<file path="config.mk">
export PLATFORM = sky130hd
export DESIGN_NAME = fixed_timestep_tick_scheduler
export DESIGN_NICKNAME = d
export VERILOG_FILES = /design/src/ftts_pkg.sv /design/src/ftts_ctrl.sv /design/src/ftts_dp.sv /design/src/fixed_timestep_tick_scheduler.sv
export VERILOG_INCLUDE_DIRS = /design/src /design/src/src
export SDC_FILE = /design/constraint.sdc
export NUM_CORES = 2
export LEC_CHECK = 0
export BUFFER_PORTS_ARGS = -buffer_cell sky130_fd_sc_hd__buf_4
export CAP_MARGIN = 25
export CORE_MARGIN = 8
export CORE_UTILIZATION = 69
export CTS_BUF_LIST = sky130_fd_sc_hd__clkbuf_16
export DETAILED_ROUTE_END_ITERATION = 7
export GPL_TIMING_DRIVEN = 0
export PLACE_DENSITY_LB_ADDON = 0.2
export SETUP_SLACK_MARGIN = 0.15
export SLEW_MARGIN = 20
export SYNTH_ARGS = -nofsm -noshare
export SYNTH_HDL_FRONTEND = slang
export SYNTH_SLANG_ARGS = --single-unit
</file>
<file path="constraint.sdc">
create_clock -name clk -period 25.6 [get_ports clk]
set_clock_uncertainty 0.1 [all_clocks]
set_input_delay 5.12 -clock clk [delete_from_list [all_inputs] [get_ports clk]]
set_output_delay 5.12 -clock clk [all_outputs]
set_load 0.005 [all_outputs]
</file>
<file path="src/fixed_timestep_tick_scheduler_defines.svh">
// -----------------------------------------------------------------------------
// Fixed-timestep tick scheduler: assertion macros
// Shared concurrent assertion forms, clocked on clk and disabled in reset.
// -----------------------------------------------------------------------------
`ifndef FIXED_TIMESTEP_TICK_SCHEDULER_DEFINES_SVH
`define FIXED_TIMESTEP_TICK_SCHEDULER_DEFINES_SVH

// Consequent checked in the same cycle as the antecedent.
`define FTTS_ASSERT_NOW(label, ante, cons, msg) \
	label: assert property (@(posedge clk) disable iff (!arst_n) (ante) |-> (cons)) \
		else $error(msg);

// Consequent checked in the cycle after the antecedent.
`define FTTS_ASSERT_NEXT(label, ante, cons, msg) \
	label: assert property (@(posedge clk) disable iff (!arst_n) (ante) |=> (cons)) \
		else $error(msg);

`endif

</file>
<file path="src/ftts_pkg.sv">
// -----------------------------------------------------------------------------
// Fixed-timestep tick scheduler package
// Field widths, register indexes, reset values, FSM state and datapath ops.
// -----------------------------------------------------------------------------
package ftts_pkg;

	localparam int NS_W      = 30;	// holds 1e9 and any tick span
	localparam int RATE_W    = 10;
	localparam int STEP_W    = 6;
	localparam int DT_W      = 32;
	localparam int ELAPSED_W = 64;
	localparam int FRAME_W   = 32;
	localparam int CFG_IDX_W = 2;
	localparam int CFG_DATA_W = 32;

	localparam logic [NS_W-1:0] NS_PER_SEC = 30'd1000000000;

	localparam logic [CFG_IDX_W-1:0] REG_TICK_RATE = 2'd0;
	localparam logic [CFG_IDX_W-1:0] REG_MAX_FRAME = 2'd1;
	localparam logic [CFG_IDX_W-1:0] REG_MAX_STEPS = 2'd2;

	localparam logic [RATE_W-1:0] TICK_RATE_RST = 10'd60;
	localparam logic [DT_W-1:0]   MAX_FRAME_RST = 32'd250000000;
	localparam logic [STEP_W-1:0] MAX_STEPS_RST = 6'd15;

	localparam logic KIND_TICK    = 1'b0;
	localparam logic KIND_SUMMARY = 1'b1;

	typedef enum logic [3:0] {
		S_IDLE,
		S_RATE_DIV,
		S_SCAN_INIT,
		S_SCAN,
		S_SEED,
		S_CHECK,
		S_BLEND_INIT,
		S_BLEND_DIV,
		S_SUMMARY
	} state_t;

	typedef enum logic [3:0] {
		OP_NOP,
		OP_ACCEPT,
		OP_DIV_STEP,
		OP_SCAN_START,
		OP_SCAN_STEP,
		OP_SEED,
		OP_TICK,
		OP_PREP,
		OP_BLEND_START,
		OP_SUMMARY
	} op_t;

	typedef struct packed {
		logic stale;		// boundary registers need a rebuild
		logic fire;			// next boundary reached and step cap not hit
		logic cnt_zero;		// shared step counter at its last step
		logic slot_free;	// output register can take a new item
	} dp_status_t;

endpackage

</file>
<file path="src/ftts_ctrl.sv">
// -----------------------------------------------------------------------------
// Fixed-timestep tick scheduler: controller
// Sequences the per-frame work and issues one datapath op per cycle.
// -----------------------------------------------------------------------------
module ftts_ctrl (
	input  logic                   clk,
	input  logic                   arst_n,
	input  logic                   in_valid,
	output logic                   in_stall,
	input  ftts_pkg::dp_status_t   status,
	output ftts_pkg::op_t          op
);

	ftts_pkg::state_t state_q;
	ftts_pkg::state_t state_d;

	always_ff @(posedge clk or negedge arst_n) begin
		if (!arst_n) begin
			state_q <= ftts_pkg::S_IDLE;
		end else begin
			state_q <= state_d;
		end
	end

	always_comb begin
		state_d = state_q;
		op      = ftts_pkg::OP_NOP;
		case (state_q)
			ftts_pkg::S_IDLE: begin
				if (in_valid) begin
					op      = ftts_pkg::OP_ACCEPT;
					state_d = status.stale ? ftts_pkg::S_RATE_DIV : ftts_pkg::S_CHECK;
				end
			end
			ftts_pkg::S_RATE_DIV: begin
				op = ftts_pkg::OP_DIV_STEP;
				if (status.cnt_zero) begin
					state_d = ftts_pkg::S_SCAN_INIT;
				end
			end
			ftts_pkg::S_SCAN_INIT: begin
				op      = ftts_pkg::OP_SCAN_START;
				state_d = ftts_pkg::S_SCAN;
			end
			ftts_pkg::S_SCAN: begin
				op = ftts_pkg::OP_SCAN_STEP;
				if (status.cnt_zero) begin
					state_d = ftts_pkg::S_SEED;
				end
			end
			ftts_pkg::S_SEED: begin
				op      = ftts_pkg::OP_SEED;
				state_d = ftts_pkg::S_CHECK;
			end
			ftts_pkg::S_CHECK: begin
				if (status.fire) begin
					if (status.slot_free) begin
						op = ftts_pkg::OP_TICK;
					end
				end else begin
					op      = ftts_pkg::OP_PREP;
					state_d = ftts_pkg::S_BLEND_INIT;
				end
			end
			ftts_pkg::S_BLEND_INIT: begin
				op      = ftts_pkg::OP_BLEND_START;
				state_d = ftts_pkg::S_BLEND_DIV;
			end
			ftts_pkg::S_BLEND_DIV: begin
				op = ftts_pkg::OP_DIV_STEP;
				if (status.cnt_zero) begin
					state_d = ftts_pkg::S_SUMMARY;
				end
			end
			ftts_pkg::S_SUMMARY: begin
				if (status.slot_free) begin
					op      = ftts_pkg::OP_SUMMARY;
					state_d = ftts_pkg::S_IDLE;
				end
			end
			default: begin
				state_d = ftts_pkg::S_IDLE;
			end
		endcase
	end

	assign in_stall = (state_q != ftts_pkg::S_IDLE);

endmodule

</file>
<file path="src/ftts_dp.sv">
// -----------------------------------------------------------------------------
// Fixed-timestep tick scheduler: datapath
// Config registers, time state, incremental tick boundaries, shared
// bit-per-cycle divider, bit-serial boundary rebuild and output register.
// -----------------------------------------------------------------------------
`include "fixed_timestep_tick_scheduler_defines.svh"

module ftts_dp #(
	parameter int FRACTION_BITS = 16,
	parameter int TICK_BITS     = 36
) (
	input  logic                              clk,
	input  logic                              arst_n,
	input  ftts_pkg::op_t                     op,
	output ftts_pkg::dp_status_t              status,
	input  logic                              cfg_wr_en,
	input  logic [ftts_pkg::CFG_IDX_W-1:0]    cfg_index,
	input  logic [ftts_pkg::CFG_DATA_W-1:0]   cfg_data,
	input  logic [ftts_pkg::DT_W-1:0]         frame_dur,
	input  logic                              out_stall,
	output logic                              out_valid,
	output logic                              kind,
	output logic [TICK_BITS-1:0]              tick_index,
	output logic [ftts_pkg::STEP_W-1:0]       steps_run,
	output logic                              was_clamped,
	output logic [FRACTION_BITS-1:0]          blend_fraction,
	output logic [ftts_pkg::FRAME_W-1:0]      frame_number,
	output logic                              last
);

	localparam int NS_W   = ftts_pkg::NS_W;
	localparam int RATE_W = ftts_pkg::RATE_W;
	localparam int EL_W   = ftts_pkg::ELAPSED_W;
	localparam int BND_W  = TICK_BITS + NS_W;
	localparam int CMP_W  = (BND_W > EL_W) ? BND_W : EL_W;
	localparam int QW     = (FRACTION_BITS > NS_W) ? FRACTION_BITS : NS_W;
	localparam int CNT_N0 = (TICK_BITS > NS_W) ? TICK_BITS : NS_W;
	localparam int CNT_N  = (FRACTION_BITS > CNT_N0) ? FRACTION_BITS : CNT_N0;
	localparam int CNT_W  = $clog2(CNT_N);
	localparam int TIDX_W = $clog2(TICK_BITS);

	// control state
	logic [RATE_W-1:0]                rate_q;
	logic [ftts_pkg::DT_W-1:0]        max_frame_q;
	logic [ftts_pkg::STEP_W-1:0]      max_steps_q;
	logic                             stale_q;
	logic [EL_W-1:0]                  elapsed_q;
	logic [TICK_BITS-1:0]             tick_q;
	logic [ftts_pkg::FRAME_W-1:0]     frame_q;
	logic                             out_valid_q;

	// working registers
	logic [ftts_pkg::STEP_W-1:0]      steps_q;
	logic                             clamped_q;
	logic [NS_W-1:0]                  q0_q;
	logic [RATE_W-1:0]                r0_q;
	logic [BND_W-1:0]                 cur_bnd_q;
	logic [RATE_W-1:0]                cur_rem_q;
	logic [BND_W-1:0]                 nxt_bnd_q;
	logic [RATE_W-1:0]                nxt_rem_q;
	logic [CNT_W-1:0]                 cnt_q;
	logic [NS_W-1:0]                  rem_q;
	logic [NS_W-1:0]                  dvs_q;
	logic [NS_W-1:0]                  dvd_q;
	logic [QW-1:0]                    quot_q;
	logic                             blend_zero_q;
	logic [NS_W-1:0]                  span_q;
	logic [EL_W-1:0]                  into_q;

	// output register
	logic                             kind_q;
	logic [TICK_BITS-1:0]             tick_index_q;
	logic [ftts_pkg::STEP_W-1:0]      steps_run_q;
	logic                             was_clamped_q;
	logic [FRACTION_BITS-1:0]         blend_fraction_q;
	logic [ftts_pkg::FRAME_W-1:0]     frame_number_q;
	logic                             last_q;

	logic [RATE_W-1:0]                eff_rate;
	logic                             dt_over;
	logic [ftts_pkg::DT_W-1:0]        dt_eff;
	logic [TICK_BITS-1:0]             tick_inc;
	logic [CMP_W-1:0]                 el_ext;
	logic [CMP_W-1:0]                 cur_ext;
	logic [CMP_W-1:0]                 nxt_ext;
	logic                             fire;

	// divider
	logic [NS_W:0]                    div_trial;
	logic [NS_W:0]                    div_diff;
	logic                             div_ge;
	logic [NS_W-1:0]                  rem_nxt;

	// bit-serial rebuild of floor(t*1e9/rate)
	logic                             scan_bit;
	logic [RATE_W+1:0]                scan_r2;
	logic [RATE_W+1:0]                rate_x1;
	logic [RATE_W+1:0]                rate_x2;
	logic [RATE_W+1:0]                scan_rem_w;
	logic [1:0]                       scan_c;
	logic [BND_W-1:0]                 scan_bnd;

	// one-tick boundary increment
	logic [BND_W-1:0]                 inc_src_bnd;
	logic [RATE_W-1:0]                inc_src_rem;
	logic [RATE_W:0]                  inc_sum;
	logic [RATE_W:0]                  inc_sub;
	logic                             inc_carry;
	logic [RATE_W-1:0]                inc_rem;
	logic [BND_W-1:0]                 inc_bnd;
	logic                             inc_wrap;

	// fraction setup
	logic [BND_W-1:0]                 bnd_diff;
	logic [CMP_W-1:0]                 into_full;
	logic                             into_ge;
	logic [NS_W-1:0]                  span_m1;

	assign eff_rate = (rate_q == '0) ? RATE_W'(1) : rate_q;
	assign dt_over  = frame_dur > max_frame_q;
	assign dt_eff   = dt_over ? max_frame_q : frame_dur;
	assign tick_inc = tick_q + 1'b1;

	assign el_ext  = CMP_W'(elapsed_q);
	assign cur_ext = CMP_W'(cur_bnd_q);
	assign nxt_ext = CMP_W'(nxt_bnd_q);
	assign fire    = (nxt_ext <= el_ext) && (steps_q < max_steps_q);

	// restoring division, one quotient bit per step
	assign div_trial = {rem_q, dvd_q[NS_W-1]};
	assign div_ge    = div_trial >= {1'b0, dvs_q};
	assign div_diff  = div_trial - {1'b0, dvs_q};
	assign rem_nxt   = div_ge ? div_diff[NS_W-1:0] : div_trial[NS_W-1:0];

	// prefix p -> 2p+b: quotient doubles plus b*Q0, remainder 2r+b*R0 folded
	// back below rate with at most two subtractions
	assign scan_bit = tick_q[cnt_q[TIDX_W-1:0]];
	assign scan_r2  = {1'b0, cur_rem_q, 1'b0} + (scan_bit ? {2'b00, r0_q} : '0);
	assign rate_x1  = {2'b00, eff_rate};
	assign rate_x2  = {1'b0, eff_rate, 1'b0};

	always_comb begin
		if (scan_r2 >= rate_x2) begin
			scan_c     = 2'd2;
			scan_rem_w = scan_r2 - rate_x2;
		end else if (scan_r2 >= rate_x1) begin
			scan_c     = 2'd1;
			scan_rem_w = scan_r2 - rate_x1;
		end else begin
			scan_c     = 2'd0;
			scan_rem_w = scan_r2;
		end
	end

	assign scan_bnd = {cur_bnd_q[BND_W-2:0], 1'b0} + (scan_bit ? BND_W'(q0_q) : '0)
		+ BND_W'(scan_c);

	// B(t+1) = B(t) + Q0 + carry of the remainder
	assign inc_src_bnd = (op == ftts_pkg::OP_SEED) ? cur_bnd_q : nxt_bnd_q;
	assign inc_src_rem = (op == ftts_pkg::OP_SEED) ? cur_rem_q : nxt_rem_q;
	assign inc_sum     = {1'b0, inc_src_rem} + {1'b0, r0_q};
	assign inc_carry   = inc_sum >= {1'b0, eff_rate};
	assign inc_sub     = inc_sum - {1'b0, eff_rate};
	assign inc_rem     = inc_carry ? inc_sub[RATE_W-1:0] : inc_sum[RATE_W-1:0];
	assign inc_bnd     = inc_src_bnd + BND_W'(q0_q) + BND_W'(inc_carry);
	// tick count wrap: the boundary after the last count restarts at zero
	assign inc_wrap    = (op == ftts_pkg::OP_SEED) ? (&tick_q) : (&tick_inc);

	assign bnd_diff  = nxt_bnd_q - cur_bnd_q;
	assign into_full = el_ext - cur_ext;
	assign into_ge   = into_q >= EL_W'(span_q);
	assign span_m1   = span_q - 1'b1;

	always_ff @(posedge clk or negedge arst_n) begin
		if (!arst_n) begin
			rate_q      <= ftts_pkg::TICK_RATE_RST;
			max_frame_q <= ftts_pkg::MAX_FRAME_RST;
			max_steps_q <= ftts_pkg::MAX_STEPS_RST;
			stale_q     <= 1'b1;
			elapsed_q   <= '0;
			tick_q      <= '0;
			frame_q     <= '0;
			out_valid_q <= 1'b0;
		end else begin
			if (!out_stall) begin
				out_valid_q <= 1'b0;
			end
			case (op)
				ftts_pkg::OP_ACCEPT: begin
					elapsed_q <= elapsed_q + EL_W'(dt_eff);
				end
				ftts_pkg::OP_SEED: begin
					stale_q <= 1'b0;
				end
				ftts_pkg::OP_TICK: begin
					tick_q      <= tick_inc;
					out_valid_q <= 1'b1;
				end
				ftts_pkg::OP_SUMMARY: begin
					frame_q     <= frame_q + 1'b1;
					out_valid_q <= 1'b1;
				end
				default: ;
			endcase
			if (cfg_wr_en) begin
				case (cfg_index)
					ftts_pkg::REG_TICK_RATE: begin
						rate_q  <= cfg_data[RATE_W-1:0];
						stale_q <= 1'b1;
					end
					ftts_pkg::REG_MAX_FRAME: begin
						max_frame_q <= cfg_data[ftts_pkg::DT_W-1:0];
					end
					ftts_pkg::REG_MAX_STEPS: begin
						max_steps_q <= cfg_data[ftts_pkg::STEP_W-1:0];
					end
					default: ;
				endcase
			end
		end
	end

	always_ff @(posedge clk) begin
		case (op)
			ftts_pkg::OP_ACCEPT: begin
				steps_q   <= '0;
				clamped_q <= dt_over;
				// set up 1e9 / rate in case the boundaries need a rebuild
				rem_q     <= '0;
				dvs_q     <= NS_W'(eff_rate);
				dvd_q     <= ftts_pkg::NS_PER_SEC;
				cnt_q     <= CNT_W'(NS_W - 1);
			end
			ftts_pkg::OP_DIV_STEP: begin
				rem_q  <= rem_nxt;
				dvd_q  <= {dvd_q[NS_W-2:0], 1'b0};
				quot_q <= {quot_q[QW-2:0], div_ge};
				cnt_q  <= cnt_q - 1'b1;
			end
			ftts_pkg::OP_SCAN_START: begin
				q0_q      <= quot_q[NS_W-1:0];
				r0_q      <= rem_q[RATE_W-1:0];
				cur_bnd_q <= '0;
				cur_rem_q <= '0;
				cnt_q     <= CNT_W'(TICK_BITS - 1);
			end
			ftts_pkg::OP_SCAN_STEP: begin
				cur_bnd_q <= scan_bnd;
				cur_rem_q <= scan_rem_w[RATE_W-1:0];
				cnt_q     <= cnt_q - 1'b1;
			end
			ftts_pkg::OP_SEED: begin
				nxt_bnd_q <= inc_wrap ? '0 : inc_bnd;
				nxt_rem_q <= inc_wrap ? '0 : inc_rem;
			end
			ftts_pkg::OP_TICK: begin
				cur_bnd_q        <= nxt_bnd_q;
				cur_rem_q        <= nxt_rem_q;
				nxt_bnd_q        <= inc_wrap ? '0 : inc_bnd;
				nxt_rem_q        <= inc_wrap ? '0 : inc_rem;
				steps_q          <= steps_q + 1'b1;
				kind_q           <= ftts_pkg::KIND_TICK;
				tick_index_q     <= tick_q;
				steps_run_q      <= '0;
				was_clamped_q    <= 1'b0;
				blend_fraction_q <= '0;
				frame_number_q   <= frame_q;
				last_q           <= 1'b0;
			end
			ftts_pkg::OP_PREP: begin
				// zero fraction when elapsed is short of B(t) or the span is empty
				blend_zero_q <= (cur_ext > el_ext) || (nxt_bnd_q <= cur_bnd_q);
				span_q       <= bnd_diff[NS_W-1:0];
				into_q       <= into_full[EL_W-1:0];
			end
			ftts_pkg::OP_BLEND_START: begin
				rem_q <= into_ge ? span_m1 : into_q[NS_W-1:0];
				dvs_q <= span_q;
				dvd_q <= '0;
				cnt_q <= CNT_W'(FRACTION_BITS - 1);
			end
			ftts_pkg::OP_SUMMARY: begin
				kind_q           <= ftts_pkg::KIND_SUMMARY;
				tick_index_q     <= tick_q;
				steps_run_q      <= steps_q;
				was_clamped_q    <= clamped_q;
				blend_fraction_q <= blend_zero_q ? '0 : quot_q[FRACTION_BITS-1:0];
				frame_number_q   <= frame_q;
				last_q           <= 1'b1;
			end
			default: ;
		endcase
	end

	assign status.stale     = stale_q;
	assign status.fire      = fire;
	assign status.cnt_zero  = (cnt_q == '0);
	assign status.slot_free = !out_valid_q || !out_stall;

	assign out_valid      = out_valid_q;
	assign kind           = kind_q;
	assign tick_index     = tick_index_q;
	assign steps_run      = steps_run_q;
	assign was_clamped    = was_clamped_q;
	assign blend_fraction = blend_fraction_q;
	assign frame_number   = frame_number_q;
	assign last           = last_q;

	`FTTS_ASSERT_NOW(a_rem_below_rate, !stale_q, (cur_rem_q < eff_rate) && (nxt_rem_q < eff_rate), "boundary remainder not below rate")
	`FTTS_ASSERT_NEXT(a_tick_counts_step, op == ftts_pkg::OP_TICK, steps_q == $past(steps_q) + 1'b1, "fired tick did not count a step")
	`FTTS_ASSERT_NEXT(a_summary_closes_frame, op == ftts_pkg::OP_SUMMARY, out_valid_q && last_q && (frame_q == $past(frame_q) + 1'b1), "summary did not close the frame")

endmodule

</file>
<file path="src/fixed_timestep_tick_scheduler.sv">
// -----------------------------------------------------------------------------
// Fixed-timestep tick scheduler
// Takes one frame duration per item, clamps it, adds it to elapsed time and
// fires whole ticks up to a step cap, then closes the frame with a summary
// carrying the step count, clamp flag, frame number and 0.N blend fraction.
//
//   channel  dir  handshake              payload
//   in       in   in_valid / in_stall    frame_dur
//   out      out  out_valid / out_stall  kind, tick_index, steps_run,
//                                        was_clamped, blend_fraction,
//                                        frame_number, last
//   cfg      in   cfg_wr_en              cfg_index, cfg_data
//
// Per frame, from accept to the next accept: each fired tick is one
// incremental boundary update, then the fraction is set up and found on the
// bit-per-cycle divider before the summary is loaded.
// After reset or a tick_rate_hz write the first frame also computes
// 1e9/rate on the same divider, then runs a bit-serial boundary rebuild.
// in_stall is high from accept until the summary is loaded; the summary may
// wait in the output register while the next item is accepted.
// out_stall holds the current item; tick firing pauses until it is taken.
// -----------------------------------------------------------------------------
module fixed_timestep_tick_scheduler #(
	parameter int FRACTION_BITS = 16,
	parameter int TICK_BITS     = 36
) (
	input  logic                              clk,
	input  logic                              arst_n,
	// configuration write port
	input  logic                              cfg_wr_en,
	input  logic [ftts_pkg::CFG_IDX_W-1:0]    cfg_index,
	input  logic [ftts_pkg::CFG_DATA_W-1:0]   cfg_data,
	// frame items in
	input  logic                              in_valid,
	output logic                              in_stall,
	input  logic [ftts_pkg::DT_W-1:0]         frame_dur,
	// tick and summary items out
	output logic                              out_valid,
	input  logic                              out_stall,
	output logic                              kind,
	output logic [TICK_BITS-1:0]              tick_index,
	output logic [ftts_pkg::STEP_W-1:0]       steps_run,
	output logic                              was_clamped,
	output logic [FRACTION_BITS-1:0]          blend_fraction,
	output logic [ftts_pkg::FRAME_W-1:0]      frame_number,
	output logic                              last
);

	// one op per cycle from the controller, status back from the datapath
	ftts_pkg::op_t        op;
	ftts_pkg::dp_status_t status;

	ftts_ctrl u_ctrl (
		.clk      (clk),
		.arst_n   (arst_n),
		.in_valid (in_valid),
		.in_stall (in_stall),
		.status   (status),
		.op       (op)
	);

	// The datapath keeps B(tick_count) and B(tick_count+1) with their
	// remainders mod rate, so each fired tick is one add and one compare.
	ftts_dp #(
		.FRACTION_BITS (FRACTION_BITS),
		.TICK_BITS     (TICK_BITS)
	) u_dp (
		.clk            (clk),
		.arst_n         (arst_n),
		.op             (op),
		.status         (status),
		.cfg_wr_en      (cfg_wr_en),
		.cfg_index      (cfg_index),
		.cfg_data       (cfg_data),
		.frame_dur      (frame_dur),
		.out_stall      (out_stall),
		.out_valid      (out_valid),
		.kind           (kind),
		.tick_index     (tick_index),
		.steps_run      (steps_run),
		.was_clamped    (was_clamped),
		.blend_fraction (blend_fraction),
		.frame_number   (frame_number),
		.last           (last)
	);

endmodule

</file>
==> metrics.yaml <==
placed_area_um2: 53000
yosysSeqAreaShare_pct: 39.5
synthTopCellsByArea: "edfxtp_1 (30%), ha_1 (13%), dfrtp_1 (8.2%)"
grt_overflow: 0
status: "complete, but fails checks"
rsz0062_at_grt: "no"
pre_cts_ws_ns: 13.86
grt_max_degree: 79
drt-total-wl_um: 156000
place_congestion: 1.03
synth_top_area_share_pct: 30.1
ir_drop_mv: 0.117
period_share_pct: 48.9
drv_cap: 0
p_sw_share_pct: 45.7
synth_cell_types: 104
track_usage_pct: 36.7
die_w_um: 286
crit_type: "flop to flop"
cp_slowest_cell: "buf_1"
fill_cells: 4959
drc: 3
vias: 43300
clock_path_buffers: 3
grt_pass1_vias: 41500
yosys_warnings: 0
worstSetupStartpointType: "flop"
num_rows: 99
cts_tree: "built"
syn_avg_cell_area_um2: 9.82
crit_arrival_ns: 12.80
setup_viol: 0
powerDensity_nw_per_um2: 129
cp_top_family: "buffers and inverters"
design_area_um2: 55600
async_reset_ff_share_pct: 27.0
antenna_found_initial: 9
routedWlPerCell_um: 24.4
synth_edf_count: 503
tightest_slew_ns: 1.22
dieArea_um2: 81500
end_kind: "flop"
cts_setup_buffers: 0
postCtsHoldBufs: 0
cts-buffers-inserted: 74
slew-limit-headroom_pct: 18.2
die_y_um: 286
synth_cells: 5106
core_um2: 72500
cpMostUsedCell: "buf_2"
synth.largest_area_cell: "edfxtp_1"
p_clk_share_pct: 15.8
ioPinCount: 166
cts_max_level: 3
synth_ff_type: "edfxtp_1"
dr.pass1.iters: 8
tns_ns: 0
worst_slack_ns: 13.09
port_buffers: 165
syn_to_final_growth_pct: 10.8
power.leakage_uw: 0.0238
root_buffer: "clkbuf_16"
synth_area_um2: 50100
path_clk_slew_ns: 0.07
insertion_delay_ns: 0.65
numClockSinks: 689
syn_nets: 5720
critPathBufInv: 9
layout_min_cycle_time_ns: 12.51
violations: "DRC"
ctsResizeCount: 0
p_comb_share_pct: 54.8
grt_pass1_wl_um: 238000
vias_per_cell: 6.76
dp_hpwl_um: 120000
drt_iter0_markers: 5362
drv_slew: 0
max_freq_mhz: 80.0
fin_nets: 5985
hp-class: "flop to flop"
layout-drive-gt1-share_pct: 9.46
cp.required_ns: 25.90
p_seq_share_pct: 29.3
synth.ff_latch_count: 689
p_int_uw: 3890
ant_nets: 0
critPathMaxFanout: 10
hold_viol_final: 0
cpPeakStageDelay_ns: 0.78
p_switching_uw: 3270
initial_core_util_pct: 69.2
cell usage in the layout (no fill, tap or decap), types with 108 or more instances in the layout:
cell / n
a21o_1: 207
a21oi_1: 328
buf_4: 173
clkbuf_1: 131
dfrtp_1: 164
edfxtp_1: 503
ha_1: 530
inv_1: 359
nand2_1: 338
nand3_1: 167
nand4_1: 126
nor2_1: 327
nor3_1: 109
o21ai_0: 260
xnor2_1: 295
xor2_1: 108
metrics by stage:
step | total power [uW] | util, % | hold WS (ns) | std cells
floorplan | 4730 | - | 0.300 | 5106
global placement | 5710 | 72.5 | 0.300 | 6230
detailed placement | 5850 | 73.1 | 0.307 | 6253
CTS | 7010 | 76.6 | 0.321 | 6389
global route | 7540 | 76.7 | 0.322 | 6393
finish | 7160 | 76.7 | 0.320 | 6399
power by group through the flow:
| stage | Combinational [uW] | Sequential [uW] | Clock [uW] |
|---|---|---|---|
| 6_report | 3930 | 2100 | 1130 |
| 5_1_grt | 4260 | 2120 | 1170 |
| 4_1_cts | 3800 | 2080 | 1130 |
| 3_5_place_dp | 3750 | 2090 | 0 |
| 3_3_place_gp | 3580 | 2130 | 0 |
| 2_1_floorplan | 2750 | 1970 | 0 |
synth_stat cells, types with 134 or more instances:
cell type and count:
nand3_1 167, edfxtp_1 503, a21oi_1 329, a21o_1 207, nor2_1 327, o21ai_0 260
nand2_1 340, ha_1 530, xnor2_1 295, inv_1 348, dfrtp_1 164, clkbuf_1 134
state kept, by name, summed over array words and instances (netlist names), 10 cells and up:
name and flops:
u_dp.frame_q 32, u_dp.into_q 64, u_dp.span_q 30, u_dp.dvd_q 21, u_dp.tick_q 36, u_dp.r0_q 10
u_dp.cur_rem_q 10, u_dp.tick_index 36, u_dp.rem_q 30, u_dp.frame_number 32, u_dp.nxt_bnd_q 66, u_dp.elapsed_q 64
u_dp.nxt_rem_q 10, u_dp.cur_bnd_q 66, u_dp.max_frame_q 32, u_dp.q0_q 30, u_dp.blend_fraction 16, u_dp.dvs_q 30
u_dp.rate_q 10, u_dp.quot_q 30
routing by layer:
layer,vias to the layer above,part of all wire [%],track usage (%)
li1,19400,-,-
met1,20700,39,48.9
met2,2600,43,55.9
met3,543,12,10.7
met4,8,5.0,15.8
met5,-,0.054,0
worst paths after layout:
kind / start / end / slack [ns] / cells after the start
setup / recovery: u_ctrl.state_q[2] / u_dp.nxt_bnd_q[56] / 13.09 / 37
hold reg to reg: u_dp.quot_q[29] / u_dp.q0_q[29] / 0.32 / 0
max in group asynchronous: arst_n / u_dp.rate_q[3] / 20.31 / 2
min in group asynchronous: arst_n / u_dp.tick_q[21] / 4.28 / 1
hold / removal: u_dp.quot_q[29] / u_dp.q0_q[29] / 0.32 / 0
setup reg to reg: u_ctrl.state_q[2] / u_dp.nxt_bnd_q[56] / 13.09 / 37
worst reg2reg max path, delay by kind of cell, from the launching register on:
family | cells | cell delay [ns]
compound gates | 9 | 2.83
xor+xnor | 2 | 0.37
simple gates | 12 | 2.56
flops | 1 | 0.45
fa+ha+maj | 5 | 1.62
buf+inv | 9 | 4.32
layout make-up:
class / count / area [um^2] / area share [%]
inverter: 349 / 1310 / 2.36
clock buffer: 75 / 1880 / 3.38
buffer: 177 / 756 / 1.36
sequential: 689 / 19800 / 35.6
clock inverter: 61 / 658 / 1.18
tap: 959 / 1200 / 2.16
multi-input combinational: 3891 / 28400 / 51.0
timing repair buffer: 189 / 1590 / 2.87
antenna: 9 / 22.5 / 0.0405
kinds of logic (layout without fill, tap and decap cells):
logic type	Yosys count	in the layout	share of synthesized area (%)
xor gates and xnor gates	403	403	7.04
DFF	689	689	39.5
and+or+nand+nor	1484	1484	15.0
AOI/OAI and AO/OA	1313	1313	17.2
buffers and inverters	526	851	4.11
other	0	9	0
adders and majority gates	543	543	13.7
muxes	148	148	3.42
(Power assumes the default switching activity.)
